==> src/design/dce_pkg.sv <==
// shared types, register offsets and codes for the dma copy engine
package dce_pkg;

  localparam int LOG_DEPTH_DEF = 256;
  localparam int QUEUE_DEPTH   = 2;

  localparam logic [15:0] REG_BASE   = 16'h3000;
  localparam logic [15:0] OFF_CTRL   = 16'h0000;
  localparam logic [15:0] OFF_STATUS = 16'h0004;
  localparam logic [15:0] OFF_SRC    = 16'h0008;
  localparam logic [15:0] OFF_DST    = 16'h000c;
  localparam logic [15:0] OFF_COUNT  = 16'h0014;
  localparam logic [15:0] OFF_TRIG   = 16'h001c;
  localparam logic [15:0] OFF_UNIT   = 16'h0020;
  localparam logic [15:0] OFF_MASK   = 16'h0024;
  localparam logic [15:0] OFF_FREEZE = 16'h0028;
  localparam logic [15:0] OFF_KEY    = 16'h0030;
  localparam logic [15:0] OFF_COPIES = 16'h0038;
  localparam logic [15:0] HIST_LO    = 16'h0400;
  localparam logic [15:0] HIST_HI    = 16'h07ff;

  localparam logic [1:0] KIND_BUS = 2'd0;
  localparam logic [1:0] KIND_RD  = 2'd1;
  localparam logic [1:0] KIND_WR  = 2'd2;

  localparam logic [31:0] STATUS_IDLE    = 32'd0;
  localparam logic [31:0] STATUS_DONE    = 32'd1;
  localparam logic [31:0] STATUS_RUNNING = 32'd2;
  localparam logic [31:0] STATUS_ERROR   = 32'd3;
  localparam logic [31:0] UNIT_RESET     = 32'd4;

  typedef enum logic [1:0] {
    ACT_READ   = 2'd0,
    ACT_WRITE  = 2'd1,
    ACT_RETURN = 2'd2,
    ACT_NONE   = 2'd3
  } action_t;

  typedef enum logic [3:0] {
    REG_CTRL, REG_STATUS, REG_SRC, REG_DST, REG_COUNT, REG_TRIG, REG_UNIT,
    REG_MASK, REG_FREEZE, REG_KEY, REG_COPIES, REG_HIST, REG_NONE
  } reg_sel_t;

  typedef struct packed {
    action_t     op;
    reg_sel_t    sel;
    logic [7:0]  hist_idx;
    logic [31:0] data;
  } cmd_t;

  typedef enum logic [2:0] {
    B_CLEAR, B_IDLE, B_EXEC, B_MUL, B_REQ, B_LOG2, B_NEXT
  } back_state_t;

endpackage

==> src/design/dce_front.sv <==
// front end: accepts a word and decodes it into a command for the queue
module dce_front (
  input  logic           start,
  input  logic           busy,
  input  logic [1:0]     action,
  input  logic [15:0]    bus_address,
  input  logic [31:0]    bus_data,
  output logic           push,
  output dce_pkg::cmd_t  cmd
);
  import dce_pkg::*;

  logic [15:0] off;
  logic        in_window;

  assign off       = bus_address - REG_BASE;
  assign in_window = (bus_address >= REG_BASE);

  always_comb begin
    cmd.op       = action_t'(action);
    cmd.data     = bus_data;
    cmd.hist_idx = off[9:2];
    cmd.sel      = REG_NONE;
    if (in_window) begin
      case (off)
        OFF_CTRL:   cmd.sel = REG_CTRL;
        OFF_STATUS: cmd.sel = REG_STATUS;
        OFF_SRC:    cmd.sel = REG_SRC;
        OFF_DST:    cmd.sel = REG_DST;
        OFF_COUNT:  cmd.sel = REG_COUNT;
        OFF_TRIG:   cmd.sel = REG_TRIG;
        OFF_UNIT:   cmd.sel = REG_UNIT;
        OFF_MASK:   cmd.sel = REG_MASK;
        OFF_FREEZE: cmd.sel = REG_FREEZE;
        OFF_KEY:    cmd.sel = REG_KEY;
        OFF_COPIES: cmd.sel = REG_COPIES;
        default: begin
          if (off inside {[HIST_LO:HIST_HI]}) cmd.sel = REG_HIST;
        end
      endcase
    end
  end

  // action 3 is taken and dropped here
  assign push = start && !busy && (action_t'(action) != ACT_NONE);

endmodule

==> config.mk <==
export PLATFORM = sky130hd
export DESIGN_NAME = dce_front
export DESIGN_NICKNAME = d
export VERILOG_FILES = /design/src/design/dce_pkg.sv /design/src/design/dce_front.sv
export SDC_FILE = /design/constraint.sdc
export NUM_CORES = 1
export LEC_CHECK = 0
export BUFFER_PORTS_ARGS = -buffer_cell sky130_fd_sc_hd__buf_2
export CAP_MARGIN = 20
export CORE_MARGIN = 2
export CORE_UTILIZATION = 27
export DETAILED_ROUTE_END_ITERATION = 10
export PLACE_DENSITY_LB_ADDON = 0.1
export SKIP_LAST_GASP = 1
export SYNTH_ARGS = -nofsm -noshare
export SYNTH_HDL_FRONTEND = slang
export SYNTH_SLANG_ARGS = --single-unit
==> constraint.sdc <==
create_clock -name vclk -period 1.12
set_input_delay 0.056 -clock vclk [all_inputs]
set_output_delay 0.056 -clock vclk [all_outputs]
set_load 0.05 [all_outputs]
==> flow_summary.yaml, run 1 <==
worst_setup_path:
  cp.arrival_ps: 1050
  worstSetupEndpointType: "output port"
  crit_path_start_kind: "primary input"
  path_max_fanout: 4
  cp.required_ps: 1060
  critical_path_class: "primary input to output port"
floorplanning:
  ios: 99
  die_width_um: 48.22
  core_um2: 1783
  rows: 15
  dieArea_um2: 2325
  die_y_um: 48.22
  start_util_pct: 29.61
yosys:
  ys_seq_area_share_pct: 0
  yosysTopAreaCellShare_pct: 61.14
  yosysUniqueCellTypes: 24
  synth.avg_cell_area_um2: 7.333
  syn-num-nets: 124
  yosysWarnings: 0
  synthTopCellsByArea: "buf_4 (61%), a211oi_1 (2.8%), nor4b_2 (2.8%), o2111ai_2 (2.8%), nor4_2 (2.4%)"
  yosys.area.top_type: "buf_4"
  syn_inst: 72
  synth_area_um2: 528.0
grt:
  grt_start_max_net_pins: 7
  grt_pass1_wl_mm: 1.504
  grt_pass1_vias: 389
  antenna_found_initial: 0
  track_usage_pct: 8.571
  overflow: 0
power_and_ir_drop:
  peakVddDrop_mv: 0.1611
  report.power.total_mw: 0.2349
  switching_share_pct: 61.40
  power_frac_comb_pct: 100.0
  p_per_area_nw_per_um2: 403.8
  seq_power_share_pct: 0
  power_frac_clock_pct: 0
  p_int_mw: 0.09070
  leakage_nw: 0.2743
  switchingPower_mw: 0.1442
layout:
  nFillCells: 204
  diodes: 0
  final_layout_size_suffix_gt1_share_pct: 72.60
  final_util_pct: 32.63
  regArea_um2: 0
  multi_input_area_um2: 250.2
  num-nets-final: 127
  clockBufferCount: 0
  area_delta_synth_final_pct: 10.19
  seq_cell_count: 0
  design_area_um2: 581.8
placement:
  port_buffers: 35
  place_congestion: 0.6541
  place_area_um2: 510.5
  place_hpwl_um: 973.6
  place_ws_ps: -111.9
outcome:
  outcome: "finished, final reports clean"
sta:
  grt_setup_unrepaired: "yes"
  hold_viol_final: 0
  slew_headroom_pct: 80.68
  finalMaxSlewViolations: 0
  max_freq_ghz: 0.9079
  fin_crit_ps: 1101
  timing.final.ws_setup_ps: 18.58
  setup_violations: 0
  worst_pin_slew_ps: 287.7
  fin_crit_sh_pct: 98.34
worst_hold_path:
  hold_path.class: "primary input to output port"
routing:
  wl_mm: 1.090
  postRouteAntennaNets: 0
  drt-initial-drc-count: 0
  vias: 428
  post_drt_wl_per_cell_um: 11.12
  vias_per_cell: 4.367
  drt_pass1_iterations: 1
  drc: 0
flow_run:
  cap_violations: 0
-- worst paths after layout --
kind,slack (ps),from,cells past startpoint,end
worst max-delay path,20,bus_address[9],5,cmd[43]
worst min-delay path,110,bus_data[0],0,cmd[0]
-- cells in the final DEF (no fill, tap or decap) --
master      n
o21ai_0     2
buf_4      10
o211ai_1    1
nor4_4      1
a31oi_1     1
nor3_1      1
o21ai_2     1
a211oi_2    1
nand3b_1    1
nor4b_4     1
buf_8       1
buf_6       6
nand2_1     1
and3b_1     1
nand2_2     1
buf_2      27
o2111ai_2   1
inv_1       2
nor4bb_2    1
or2b_1      1
a21oi_1     2
a41o_1      1
nand4_1     1
or3b_1      1
nor3b_2     1
mux2i_1     1
a211oi_4    1
nor2_1      2
nand3_1     1
-- synth_stat cells, drive strengths merged (2+ instances only) --
cell,number
a211oi,2
nand2,2
buf,43
inv,2
nor2,2
a21oi,2
o21ai,3
-- layer usage --
layer	GRT usage [%]	vias to the layer above	wire length [µm]
met5	0	-	0
met4	2.703	0	23
met3	0.3704	6	133
met2	17.11	28	600
met1	9.451	185	333
li1	-	209	-
-- cell families (layout without fill, tap and decap cells) --
kind of cell	Yosys count	count (layout)	share of synthesized area, %
buffers and inverters	45	46	62.56
AND/OR/NAND/NOR	15	15	20.62
AO/OA/AOI/OAI	11	11	14.93
multiplexers	1	1	1.896
-- cell type report --
cell class | count | area share [%]
Inverter | 2 | 1.290
Multi-Input combinational cell | 27 | 43.01
Tap cell | 25 | 5.376
Timing Repair Buffer | 44 | 50.32
-- power by group through the flow --
stage / logic, mW / clock network [mW] / registers, mW
final: 0.235 / 0 / 0
after global routing: 0.252 / 0 / 0
after CTS: 0.230 / 0 / 0
after detailed placement: 0.222 / 0 / 0
after global placement: 0.223 / 0 / 0
after floorplan: 0.458 / 0 / 0
-- critical path, stage by stage --
cell      delay [ps]
buf_2            120
nor4_4           320
nand4_1          180
nand3b_1         210
buf_6            160
-- repair_timing --
item	in CTS	in global routing
pin swaps	4	2
resized for setup	10	6
buffers inserted	1	0
hold buffers	0	0
endpoints found under the setup margin	4	4
-- per-stage QoR --
step / hold slack (ps) / instances / setup TNS (ps)
final: 112.0 / 98 / 0
after global routing: 112.1 / 98 / -123.2
after CTS: 112.3 / 98 / -0.2999
after detailed placement: 112.3 / 97 / -298.1
after global placement: 112.3 / 97 / -329.2
after floorplan: 204.0 / 72 / -0.1843
Power figures use the tool's default switching activity.
==> run 2: changes to the inputs <==
--- a/config.mk
+++ b/config.mk
@@ -11,6 +11,7 @@
 export CORE_UTILIZATION = 27
 export DETAILED_ROUTE_END_ITERATION = 10
 export PLACE_DENSITY_LB_ADDON = 0.1
+export SETUP_SLACK_MARGIN = 0.4
 export SKIP_LAST_GASP = 1
 export SYNTH_ARGS = -nofsm -noshare
 export SYNTH_HDL_FRONTEND = slang
==> run 2 against run 1 <==
Effect of this change:
- the flow now finishes with violations (negative setup slack)
- routed wire length increased by 12%
- final cell count decreased by 1.0%
- setup slack got worse by 33 ps
==> flow_summary.yaml, run 2 (synthesis gave the netlist of run 1 again) <==
worst_hold_path:
  min_from: "bus_data[4]"
  worstHoldEndpoint: "cmd[4]"
  hold_path_depth: 0
  hold_path.class: "primary input to output port"
layout:
  multi_input_area_um2: 272.8
  clockBufferCount: 0
  layout_common_cells: "buf_2 (27), buf_4 (9), buf_6 (5)"
  layout_commonest_cell: "buf_2"
  num-nets-final: 126
  regArea_um2: 0
  final_layout_size_suffix_gt1_share_pct: 75.00
  final_util_pct: 33.96
  area_delta_synth_final_pct: 14.69
  seq_cell_count: 0
  nFillCells: 184
  design_area_um2: 605.6
  diodes: 0
sta:
  fin_setup_tns_ps: -14.56
  timing.final.ws_setup_ps: -14.56
  hold_viol_final: 0
  setup_violations: 1
  fin_crit_ps: 1135
  finalHoldWorstSlack_ps: 112.0
  worst_pin_slew_ps: 322.7
  fin_crit_sh_pct: 101.3
  finalMaxSlewViolations: 0
  grt_setup_unrepaired: "yes"
  slew_headroom_pct: 78.33
  max_freq_ghz: 0.8814
routing:
  drt_pass1_iterations: 1
  drc: 0
  vias: 442
  vias_per_cell: 4.557
  wl_mm: 1.217
  postRouteAntennaNets: 0
  drt-initial-drc-count: 0
  post_drt_wl_per_cell_um: 12.55
grt:
  track_usage_pct: 10.40
  gr-usage-met3_pct: 1.111
  use_met1_pct: 12.83
  grt_pass1_vias: 410
  grt_pass1_wl_mm: 1.787
  grt-busiest-layer: "met2"
  antenna_found_initial: 0
  overflow: 0
  grt_start_max_net_pins: 8
  met2_usage_pct: 19.21
worst_setup_path:
  worstSetupEndpointType: "output port"
  crit_path_start_kind: "primary input"
  critical_path_class: "primary input to output port"
  cp.required_ps: 1060
  cp.arrival_ps: 1080
  path_max_fanout: 4
power_and_ir_drop:
  leakage_nw: 0.2756
  peakVddDrop_mv: 0.1995
  p_per_area_nw_per_um2: 416.3
floorplanning:
  ios: 99
  die_y_um: 48.22
  rows: 15
  start_util_pct: 29.61
  dieArea_um2: 2325
  die_width_um: 48.22
  core_um2: 1783
clocking:
  post-cts-setup-buffer-count: 0
placement:
  place_hpwl_mm: 1.037
  place_congestion: 0.7078
  port_buffers: 35
  place_area_um2: 544.3
outcome:
  failed_checks: "negative setup slack"
  outcome: "complete, but fails checks"
flow_run:
  cap_violations: 0
[run 2: changes by cell type in the layout (fill, tap and decap cells not counted), sizes merged]
cell / change
buf: -1
[run 2: cell type report]
class                      instances  share of cell area, %
tap                               25                  5.165
timing repair buffer              43                  48.55
inverter                           2                  1.240
multi-input combinational         27                  45.04
[run 2: power by group]
group,switching [mW],leakage [nW],internal (mW),total (mW)
Combinational,0.155,0.276,0.0972,0.252
Clock,0,0,0,0
Sequential,0,0,0,0
Total,0.155,0.276,0.0972,0.252
[run 2: how the worst max path moves through the flow]
| stage | startpoint | endpoint | slack (ps) | depth (start not counted) |
|---|---|---|---|---|
| after detailed placement | bus_address[6] | cmd[41] | -110 | 5 |
| after floorplan | bus_address[6] | cmd[43] | 20 | 3 |
| after global routing | bus_address[9] | cmd[43] | -90 | 5 |
| final | bus_address[9] | cmd[43] | -10 | 5 |
| after global placement | bus_address[5] | cmd[41] | -140 | 6 |
| after CTS | bus_address[10] | cmd[43] | -40 | 5 |
[run 2: stage by stage]
step                total power, mW  worst slack, ps  instances
floorplan                    0.4625            23.33         72
global placement             0.2373           -142.0         97
detailed placement           0.2373           -110.3         97
CTS                          0.2477           -35.94         97
global route                 0.2699           -94.38         97
finish                       0.2521           -14.56         97
[run 2: timing repair]
action                     CTS  global route
hold endpoints to repair     0             0
setup endpoints to repair    5             4
pin swaps                    5             5
hold buffers                 0             0
gates resized for setup     14             3
[run 2: worst max-delay path, cell delays in order]
cell and delay [ps]:
buf_6 100, nor4_4 360, nand4_1 190, nand3b_1 210, buf_6 160
[run 2: layer usage]
| layer | routed length, µm | vias to the layer above |
|---|---|---|
| li1 | - | 205 |
| met1 | 446 | 191 |
| met2 | 585 | 40 |
| met3 | 172 | 6 |
| met4 | 13 | 0 |
| met5 | 0 | - |
