==> src/design/dce_pkg.sv <==
// shared types, register offsets and codes for the dma copy engine
package dce_pkg;

  localparam int LOG_DEPTH_DEF = 256;
  localparam int QUEUE_DEPTH   = 2;

  localparam logic [15:0] REG_BASE   = 16'h3000;
  localparam logic [15:0] OFF_CTRL   = 16'h0000;
  localparam logic [15:0] OFF_STATUS = 16'h0004;
  localparam logic [15:0] OFF_SRC    = 16'h0008;
  localparam logic [15:0] OFF_DST    = 16'h000c;
  localparam logic [15:0] OFF_COUNT  = 16'h0014;
  localparam logic [15:0] OFF_TRIG   = 16'h001c;
  localparam logic [15:0] OFF_UNIT   = 16'h0020;
  localparam logic [15:0] OFF_MASK   = 16'h0024;
  localparam logic [15:0] OFF_FREEZE = 16'h0028;
  localparam logic [15:0] OFF_KEY    = 16'h0030;
  localparam logic [15:0] OFF_COPIES = 16'h0038;
  localparam logic [15:0] HIST_LO    = 16'h0400;
  localparam logic [15:0] HIST_HI    = 16'h07ff;

  localparam logic [1:0] KIND_BUS = 2'd0;
  localparam logic [1:0] KIND_RD  = 2'd1;
  localparam logic [1:0] KIND_WR  = 2'd2;

  localparam logic [31:0] STATUS_IDLE    = 32'd0;
  localparam logic [31:0] STATUS_DONE    = 32'd1;
  localparam logic [31:0] STATUS_RUNNING = 32'd2;
  localparam logic [31:0] STATUS_ERROR   = 32'd3;
  localparam logic [31:0] UNIT_RESET     = 32'd4;

  typedef enum logic [1:0] {
    ACT_READ   = 2'd0,
    ACT_WRITE  = 2'd1,
    ACT_RETURN = 2'd2,
    ACT_NONE   = 2'd3
  } action_t;

  typedef enum logic [3:0] {
    REG_CTRL, REG_STATUS, REG_SRC, REG_DST, REG_COUNT, REG_TRIG, REG_UNIT,
    REG_MASK, REG_FREEZE, REG_KEY, REG_COPIES, REG_HIST, REG_NONE
  } reg_sel_t;

  typedef struct packed {
    action_t     op;
    reg_sel_t    sel;
    logic [7:0]  hist_idx;
    logic [31:0] data;
  } cmd_t;

  typedef enum logic [2:0] {
    B_CLEAR, B_IDLE, B_EXEC, B_MUL, B_REQ, B_LOG2, B_NEXT
  } back_state_t;

endpackage

==> src/design/dce_queue.sv <==
// short command queue between the front end and the back end
module dce_queue (
  input  logic           clk,
  input  logic           rst,
  input  logic           push,
  input  dce_pkg::cmd_t  cmd_in,
  input  logic           pop,
  output dce_pkg::cmd_t  head,
  output logic           empty,
  output logic           full
);
  import dce_pkg::*;

  localparam int PW = (QUEUE_DEPTH > 1) ? $clog2(QUEUE_DEPTH) : 1;
  localparam int CW = $clog2(QUEUE_DEPTH + 1);

  cmd_t            entries [QUEUE_DEPTH];
  logic [PW-1:0]   wr_ptr;
  logic [PW-1:0]   rd_ptr;
  logic [CW-1:0]   fill;

  assign empty = (fill == '0);
  assign full  = (fill == CW'(QUEUE_DEPTH));
  assign head  = entries[rd_ptr];

  always_ff @(posedge clk) begin
    if (rst) begin
      wr_ptr <= '0;
      rd_ptr <= '0;
      fill   <= '0;
    end else begin
      if (push) begin
        wr_ptr <= (wr_ptr == PW'(QUEUE_DEPTH - 1)) ? '0 : wr_ptr + 1'b1;
      end
      if (pop) begin
        rd_ptr <= (rd_ptr == PW'(QUEUE_DEPTH - 1)) ? '0 : rd_ptr + 1'b1;
      end
      if (push && !pop) begin
        fill <= fill + 1'b1;
      end else if (pop && !push) begin
        fill <= fill - 1'b1;
      end
    end
  end

  always_ff @(posedge clk) begin
    if (push) begin
      entries[wr_ptr] <= cmd_in;
    end
  end

endmodule

==> config.mk <==
export PLATFORM = sky130hd
export DESIGN_NAME = dce_queue
export DESIGN_NICKNAME = d
export VERILOG_FILES = /design/src/design/dce_pkg.sv /design/src/design/dce_queue.sv
export SDC_FILE = /design/constraint.sdc
export NUM_CORES = 1
export LEC_CHECK = 0
export BUFFER_PORTS_ARGS = -buffer_cell sky130_fd_sc_hd__buf_2
export CORE_MARGIN = 3
export CORE_UTILIZATION = 42
export CTS_BUF_LIST = sky130_fd_sc_hd__clkbuf_16
export DETAILED_ROUTE_END_ITERATION = 10
export PLACE_DENSITY = 0.66
export SLEW_MARGIN = 20
export SYNTH_ARGS = -nofsm -noshare
export SYNTH_HDL_FRONTEND = slang
export SYNTH_SLANG_ARGS = --single-unit
==> constraint.sdc <==
create_clock -name clk -period 6.8 [get_ports clk]
set_input_delay 1.02 -clock clk [delete_from_list [all_inputs] [get_ports clk]]
set_output_delay 1.02 -clock clk [all_outputs]
set_load 0.02 [all_outputs]
==> impl_metrics.toml, run 1 <==
[outcome]
outcome = "complete, no violations"

[flow_run]
cap_violations = 0

[global_routing]
grt.overflow.total = 0
gr-usage-all-layers_pct = 13.4
grt_pass1_wl_mm = 9.87
grt_pass1_vias = 1952
antenna_found_initial = 0
grt_max_degree = 47

[worst_setup_path]
reg2reg_to = "entries[0][15]"
cpLargestDelayFamily = "flip-flops"
cp.required_ps = 5780
cp.depth = 2
ff2ff_path_depth = 2
crit_slowest_cell = "dfxtp_4"
crit_chain = "mux2_2 -> buf_2"
cp_max_fo = 46
crit_type = "flop to output port"
slowest_delay_ps = 740
endpoint_kind = "output port"
regToRegStartpoint = "wr_ptr"
startpoint_type = "flop"
critPathBufInv = 1
r2r_slack_ps = 5250
arrival_ps = 1690

[min_path]
hold_path_depth = 2
hold_start = "fill[1]"
hold_class = "flop to flop"
worstHoldEndpoint = "fill[1]"

[timing]
rsz0062_at_grt = "no"
setup_violations = 0
fmax_mhz = 369
hold_viol_final = 0
fin_crit_sh_pct = 39.8
slew_viol_final = 0
relSlewSlack_pct = 57.2
period_needed_ps = 2710
skew_ps = 7.71
worst_pin_slew_ps = 642
setup_tns_ps = 0

[place]
io_buffers = 97
place.gp.congestion = 0.687
dp_hpwl_mm = 3.85

[clock_network]
cts_max_level = 3
cts-root-buf = "clkbuf_16"
clk_pin_slew_ps = 60
post_cts_resized = 0
hold_buffers = 0
cts_tree = "yes"
cts_inserted_buffers = 9
cts_sinks = 97
insertion_delay_ps = 330
cts_buffer_depth = 2
post_cts_buffers = 0

[power]
p_int_uw = 1050
comb_power_share_pct = 11.5
p_leak_uw = 0.00167
power_density_mw_per_mm2 = 307
clkPwrFrac_pct = 35.8
ir_worst_vdd_uv = 140
sw_frac_of_total_pct = 22.9
power_switching_uw = 311
total_power_uw = 1360
seq_power_share_pct = 52.7

[floorplanning]
start_util_pct = 44.4
fp.coreArea_mm2 = 0.00797
num_rows = 32
die_h_um = 97.8
die_w_um = 97.8
dieArea_mm2 = 0.00956
io_pins = 98

[synth]
syn-mean-instance-area_um2 = 21.4
yosysTopAreaCell = "edfxtp_1"
ys_seq_area_share_pct = 80.9
synth_area_mm2 = 0.00354
synthTopCellsByArea = "edfxtp_1 (78%), mux2_2 (15%), dfxtp_1 (2.8%)"
yosysWarnings = 0
synth_cells = 165
ys_ff_latch = 97
synthDominantCellAreaShare_pct = 78.1
synth.distinct_cells = 16
synth_nets = 216

[route]
drc = 0
vias_per_cell = 4.80
vias = 1804
dr.pass1.iters = 4
drt_iter0_drc = 58
totalWireLength_mm = 5.95
wl_per_cell_um = 15.8
final_antenna_net_count = 0

[layout]
area_growth_pct = 24.9
num_antenna_cells = 0
nFillCells = 634
drive_above_1_share_pct = 59.1
final_nets = 320
## sequential cells by signal, indices dropped and copies added, names as in the netlist, named ones only
signal   flops
entries     92
fill         2
rd_ptr       1
wr_ptr       1
## worst max-delay path by stage
stage | end | slack, ps
2_1_floorplan | entries[0][0] | 3280
3_3_place_gp | head[25] | 4070
3_5_place_dp | head[25] | 4080
4_1_cts | head[25] | 3710
5_1_grt | head[28] | 4010
6_report | head[4] | 4090
## cells in the mapped netlist
cell,number
xor2_1,2
inv_1,1
and2b_2,1
edfxtp_1,92
o21ai_0,1
xnor2_1,2
buf_2,1
or3_1,1
mux2_2,46
ha_1,1
a21oi_1,1
nor2b_1,1
dfxtp_1,5
and2_1,1
buf_6,4
nor2_1,5
## cell usage in the layout, fill, tap and decap left out, drive strengths merged
cell type,n
buf,98
bufinv,1
dfxtp,5
mux2,46
edfxtp,92
clkbuf,9
nor2,5
and2,1
inv,3
clkinvlp,2
or3,1
xnor2,2
xor2,2
nor2b,1
clkinv,2
and2b,1
ha,1
a21oi,1
o21ai,1
## metrics by stage
step                cells  hold WS, ps  utilization [%]  instance area, um^2  setup slack (ps)
detailed placement    360          512             51.7                 4120              4080
CTS                   376          524             55.4                 4420              3710
floorplan             165          461                -                 3540              3280
global route          376          558             55.4                 4420              4010
finish                376          525             55.4                 4420              4090
global placement      360          487             51.7                 4120              4070
## power by group through the flow
stage | sequential [uW] | clock (uW) | combinational (uW)
floorplan | 717 | 0 | 113
finish | 716 | 486 | 157
global route | 721 | 527 | 170
CTS | 717 | 500 | 160
detailed placement | 730 | 0 | 159
global placement | 728 | 0 | 157
## layer usage
| layer | wire length, um | track usage, % | up-vias |
|---|---|---|---|
| li1 | - | - | 853 |
| met1 | 2620 | 17.1 | 873 |
| met2 | 2830 | 21.4 | 68 |
| met3 | 361 | 3.14 | 10 |
| met4 | 137 | 7.03 | 0 |
| met5 | 0 | 0 | - |
## layout make-up
type | instances | area [um^2] | area share (%)
flip-flops and latches | 97 | 2870 | 64.9
multi-input cells | 62 | 632 | 14.3
repair buffers | 98 | 493 | 11.2
clock buffers | 9 | 225 | 5.10
well taps | 102 | 128 | 2.89
clock inverters | 7 | 70.1 | 1.59
inverters | 1 | 3.75 | 0.0850
## cells by family after synthesis
kind of cell,count (synthesis),synth area share (%)
buf+inv,6,1.52
xor+xnor,4,0.990
compound gates,2,0.283
fa+ha+maj,1,0.354
mux,46,14.6
simple gates,9,1.31
flops,97,80.9
## worst min-delay path, cell delays in order, from the launching register on
cell	delay, ps
dfxtp_1	340
o21ai_0	80
a21oi_1	60
Note: power is estimated with default switching activity, not from simulation.
==> inputs of run 2 (changes only) <==
--- a/config.mk
+++ b/config.mk
@@ -10,7 +10,7 @@
 export CORE_UTILIZATION = 42
 export CTS_BUF_LIST = sky130_fd_sc_hd__clkbuf_16
 export DETAILED_ROUTE_END_ITERATION = 10
-export PLACE_DENSITY = 0.66
+export PLACE_DENSITY = 0.69
 export SLEW_MARGIN = 20
 export SYNTH_ARGS = -nofsm -noshare
 export SYNTH_HDL_FRONTEND = slang
==> constraint.sdc (replaced) <==
create_clock -name clk -period 2.3 [get_ports clk]
set_input_delay 0.345 -clock clk [delete_from_list [all_inputs] [get_ports clk]]
set_output_delay 0.345 -clock clk [all_outputs]
set_load 0.02 [all_outputs]
==> run 2 against run 1 <==
  * Via count decreased by 0.17%
  * Global-route usage about the same
  * Combinational power increased to 3.2 times the previous value
  * Clock power increased to 3.1 times the previous value
  * Highest routed layer unchanged
  * Worst hold slack got worse by 320 ps
  * Non-clock buffer count increased by 5
  * Register-to-register slack got worse by 4300 ps
  * First-iteration DRC count decreased by 5.2%
==> impl_metrics.toml, run 2 (synthesis gave the netlist of run 1 again) <==
[place]
io_buffers = 97
place.gp.congestion = 0.670
dp_hpwl_mm = 3.98
dp_slack_ps = 697
placed_cells = 365
place_area_mm2 = 0.00417

[worst_setup_path]
cp.required_ps = 1960
slowest_delay_ps = 490
arrival_ps = 1600
crit_slowest_cell = "dfxtp_2"
endpoint_kind = "output port"
crit_chain = "buf_12 -> mux2_2 -> buf_2"
critPathBufInv = 2
crit_type = "flop to output port"
cpLargestDelayFamily = "flip-flops"
startpoint_type = "flop"
cp_max_fo = 27

[layout]
nFillCells = 638
largest_register = "entries"
num_antenna_cells = 0
drive_above_1_share_pct = 59.0
final_nets = 325
reg_top3 = "entries: 92 flops, fill: 2 flops"
mostFrequentLayoutCells = "buf_2 (97), edfxtp_1 (92), mux2_2 (46)"
final_cells = 380
largest_reg_flops = 92
area_growth_pct = 26.3
layout_commonest_cell = "buf_2"
final_area_mm2 = 0.00447

[timing]
hold_viol_final = 0
slew_viol_final = 0
finalWorstSetupSlack_ps = 356
worst_pin_slew_ps = 411
relSlewSlack_pct = 72.6
fin_crit_sh_pct = 84.5
rsz0062_at_grt = "no"
skew_ps = 7.92
setup_tns_ps = 0
period_needed_ps = 1940
setup_violations = 0
hold_ws_ps = 201
fmax_mhz = 514

[global_routing]
grt_max_degree = 30
grt_pass1_vias = 1954
antenna_found_initial = 0
grt_pass1_wl_mm = 9.78
gr-usage-all-layers_pct = 13.4
grt.overflow.total = 0

[min_path]
hold_class = "primary input to flop"

[route]
vias = 1801
totalWireLength_mm = 6.07
final_antenna_net_count = 0
vias_per_cell = 4.74
drt_iter0_drc = 55
wl_per_cell_um = 16.0
drc = 0
dr.pass1.iters = 4

[floorplanning]
num_rows = 32
dieArea_mm2 = 0.00956
die_h_um = 97.8
start_util_pct = 44.4
die_w_um = 97.8
io_pins = 98
fp.coreArea_mm2 = 0.00797

[clock_network]
cts_tree = "yes"
post_cts_buffers = 0
cts_buffer_depth = 2
post_cts_resized = 0
clk_pin_slew_ps = 60
cts_max_level = 3
insertion_delay_ps = 330
cts-root-buf = "clkbuf_16"
hold_buffers = 0
cts_inserted_buffers = 9
cts_sinks = 97

[power]
ir_worst_vdd_uv = 529
power_switching_uw = 890
power_density_mw_per_mm2 = 915
p_int_uw = 3200
comb_power_share_pct = 12.3
sw_frac_of_total_pct = 21.8
clkPwrFrac_pct = 36.5
p_leak_uw = 0.00170
seq_power_share_pct = 51.2

[outcome]
outcome = "complete, no violations"

[flow_run]
cap_violations = 0
==> run 2: worst register-to-register path: cells and delay by family (launching register included) <==
kind	cells	cell delay, ps
buf+inv	1	370
flops	1	400
simple gates	1	180
==> run 2: final timing paths <==
check / start / end / slack [ps] / depth (start not counted)
min: cmd_in[29] / entries[0][29] / 200 / 1
max reg2reg: wr_ptr / entries[1][31] / 990 / 2
max: flop / head[34] / 360 / 3
min reg2reg: rd_ptr / rd_ptr / 520 / 2
==> run 2: area by class of cell <==
type                       instances  area [um^2]  share of cell area, %
clock buffer                       9          225                   5.04
clock inverter                     6         75.1                   1.68
inverter                           1         3.75                 0.0840
multi-input combinational         62          631                   14.1
sequential                        97         2860                   64.1
tap                              102          128                   2.86
timing repair buffer             103          543                   12.2
==> run 2: per-stage QoR <==
step / power [uW] / util (%)
2_1_floorplan: 2450 / -
6_report: 4090 / 56.1
3_3_place_gp: 2630 / 52.3
3_5_place_dp: 2640 / 52.3
5_1_grt: 4260 / 56.1
4_1_cts: 4140 / 56.1
==> run 2: power groups by stage <==
stage | sequential (uW) | combinational [uW] | clock (uW)
after global routing | 2100 | 544 | 1610
after global placement | 2130 | 503 | 0
after CTS | 2090 | 513 | 1530
after detailed placement | 2130 | 510 | 0
final | 2090 | 502 | 1490
after floorplan | 2120 | 334 | 0
==> run 2: routing by layer <==
layer	up-vias	share of wire (%)	GRT usage, %
met1	859	43	16.9
met5	-	0	0
li1	861	-	-
met4	0	1.6	6.39
met2	72	48	21.4
met3	9	6.6	4.07
==> inputs of run 3 (changes only) <==
--- a/config.mk
+++ b/config.mk
@@ -10,7 +10,7 @@
 export CORE_UTILIZATION = 42
 export CTS_BUF_LIST = sky130_fd_sc_hd__clkbuf_16
 export DETAILED_ROUTE_END_ITERATION = 10
-export PLACE_DENSITY = 0.69
+export PLACE_DENSITY = 0.66
 export SLEW_MARGIN = 20
 export SYNTH_ARGS = -nofsm -noshare
 export SYNTH_HDL_FRONTEND = slang
==> constraint.sdc (replaced) <==
create_clock -name clk -period 2.05 [get_ports clk]
set_input_delay 0.3075 -clock clk [delete_from_list [all_inputs] [get_ports clk]]
set_output_delay 0.3075 -clock clk [all_outputs]
set_load 0.02 [all_outputs]
==> run 3 against run 2 <==
  * Global-route usage down 0.077 points
  * Non-clock buffer count decreased by 2
  * First-iteration DRC count fell by 25%
  * Worst setup slack lost 130 ps
  * Largest cell class unchanged
  * Die area did not move
  * Flip-flop and latch count stayed put
  * Sequential power grew 12%
  * Worst hold slack got worse by 35 ps
  * Largest power group unchanged
  * Register-to-register slack got worse by 430 ps
  * Critical endpoint is now head[33]
  * Power is 9.5% higher
  * Final cell count is 0.26% lower
  * Design area down 0.36%
==> impl_metrics.toml, run 3 (synthesis gave the netlist of run 1 again) <==
[worst_setup_path]
startpoint_type = "flop"
cp.required_ps = 1740
ff2ff_path_depth = 2
critPathBufInv = 2
slowest_delay_ps = 400
endpoint_kind = "output port"
arrival_ps = 1520
crit_type = "flop to output port"
cp_max_fo = 25
crit_chain = "buf_4 -> mux2_2 -> buf_2"
r2r_slack_ps = 560
regToRegStartpoint = "wr_ptr"
reg2reg_to = "entries[1][30]"
cpLargestDelayFamily = "buffers and inverters"
crit_slowest_cell = "mux2_2"

[floorplanning]
die_w_um = 97.8
fp.coreArea_mm2 = 0.00797
start_util_pct = 44.4
dieArea_mm2 = 0.00956
io_pins = 98
die_h_um = 97.8
num_rows = 32

[min_path]
worstHoldEndpoint = "entries[0][3]"
hold_path_depth = 1
hold_class = "primary input to flop"
hold_start = "cmd_in[3]"

[timing]
setup_violations = 0
fmax_mhz = 547
relSlewSlack_pct = 66.4
rsz0062_at_grt = "no"
period_needed_ps = 1830
setup_tns_ps = 0
hold_viol_final = 0
worst_pin_slew_ps = 504
slew_viol_final = 0
fin_crit_sh_pct = 89.1
skew_ps = 3.46

[place]
dp_hpwl_mm = 4.09
io_buffers = 97
place_area_mm2 = 0.00417
place.gp.congestion = 0.721

[route]
final_antenna_net_count = 0
drc = 0
dr.pass1.iters = 4
drt_iter0_drc = 41
vias_per_cell = 4.70
wl_per_cell_um = 16.0
totalWireLength_mm = 6.08
vias = 1783

[flow_run]
cap_violations = 0

[layout]
largest_reg_flops = 92
area_growth_pct = 25.8
reg_top3 = "entries: 92 flops, fill: 2 flops"
num_antenna_cells = 0
mostFrequentLayoutCells = "buf_2 (97), edfxtp_1 (92), mux2_2 (46)"
seqCellArea_mm2 = 0.00286
nFillCells = 649
drive_above_1_share_pct = 59.2
largest_register = "entries"
layout_commonest_cell = "buf_2"
final_nets = 323
final_area_mm2 = 0.00445
multi_input_area_um2 = 631

[clock_network]
hold_buffers = 0
cts_max_level = 3
cts_tree = "yes"
insertion_delay_ps = 330
post_cts_resized = 0
cts_inserted_buffers = 9
clk_pin_slew_ps = 60
post_cts_buffers = 0
cts_buffer_depth = 2
cts_sinks = 97
cts-root-buf = "clkbuf_16"

[global_routing]
antenna_found_initial = 0
grt_max_degree = 47
grt_pass1_vias = 1953
gr-usage-all-layers_pct = 13.4
grt.overflow.total = 0
grt_pass1_wl_mm = 9.72

[outcome]
outcome = "complete, no violations"

[power]
ir_worst_vdd_uv = 486
power_density_mw_per_mm2 = 1010
p_leak_uw = 0.00168
==> run 3: cell count changes in the layout (fill, tap and decap cells not counted), sizes merged <==
cell | before | now
clkinvlp | 0 | 2
buf | 103 | 101
inv | 2 | 1
bufinv | 2 | 1
clkinv | 3 | 4
==> run 3: worst max path at each step <==
stage	depth (start not counted)	slack [ps]	to
after global placement	3	510	entries[1][44]
after detailed placement	3	500	entries[1][45]
final	3	220	head[33]
after floorplan	1	100	entries[0][0]
after global routing	3	160	head[24]
after CTS	3	180	head[30]
==> run 3: metrics by stage <==
| stage | std cells | setup WS (ps) | power [uW] | util, % | hold slack, ps |
|---|---|---|---|---|---|
| finish | 379 | 223 | 4480 | 55.9 | 166 |
| global route | 379 | 156 | 4680 | 55.9 | 153 |
| CTS | 379 | 177 | 4550 | 55.9 | 149 |
| detailed placement | 363 | 498 | 2960 | 52.3 | 499 |
| global placement | 363 | 513 | 2950 | 52.3 | 485 |
| floorplan | 165 | 95.0 | 2750 | - | 377 |
==> run 3: worst register-to-register path: cells and delay by family (launching register included) <==
kind,cells,cell delay [ps]
buffers and inverters,1,280
AND/OR/NAND/NOR,1,510
flip-flops,1,400
==> run 3: final cells by class <==
class	instances	area share, %
Sequential cell	97	64.3
Timing Repair Buffer	101	12.1
Tap cell	102	2.87
Clock buffer	9	5.06
Clock inverter	7	1.38
Inverter	1	0.0843
Multi-Input combinational cell	62	14.2
==> run 3: metal layers <==
metal  vias to the layer above  global-route usage (%)  part of all wire [%]  wire length (um)
met5                         -                       0                     0                 0
met4                         0                    5.75                   1.9               114
met3                        10                    4.21                   5.2               316
met2                        49                    24.6                    55              3340
met1                       869                    13.9                    38              2310
li1                        855                       -                     -                 -
==> run 3: power breakdown <==
group	total [uW]	switching, uW	internal (uW)
clock network	1570	639	929
registers	2340	34.1	2310
logic	569	332	237
total	4480	1000	3470
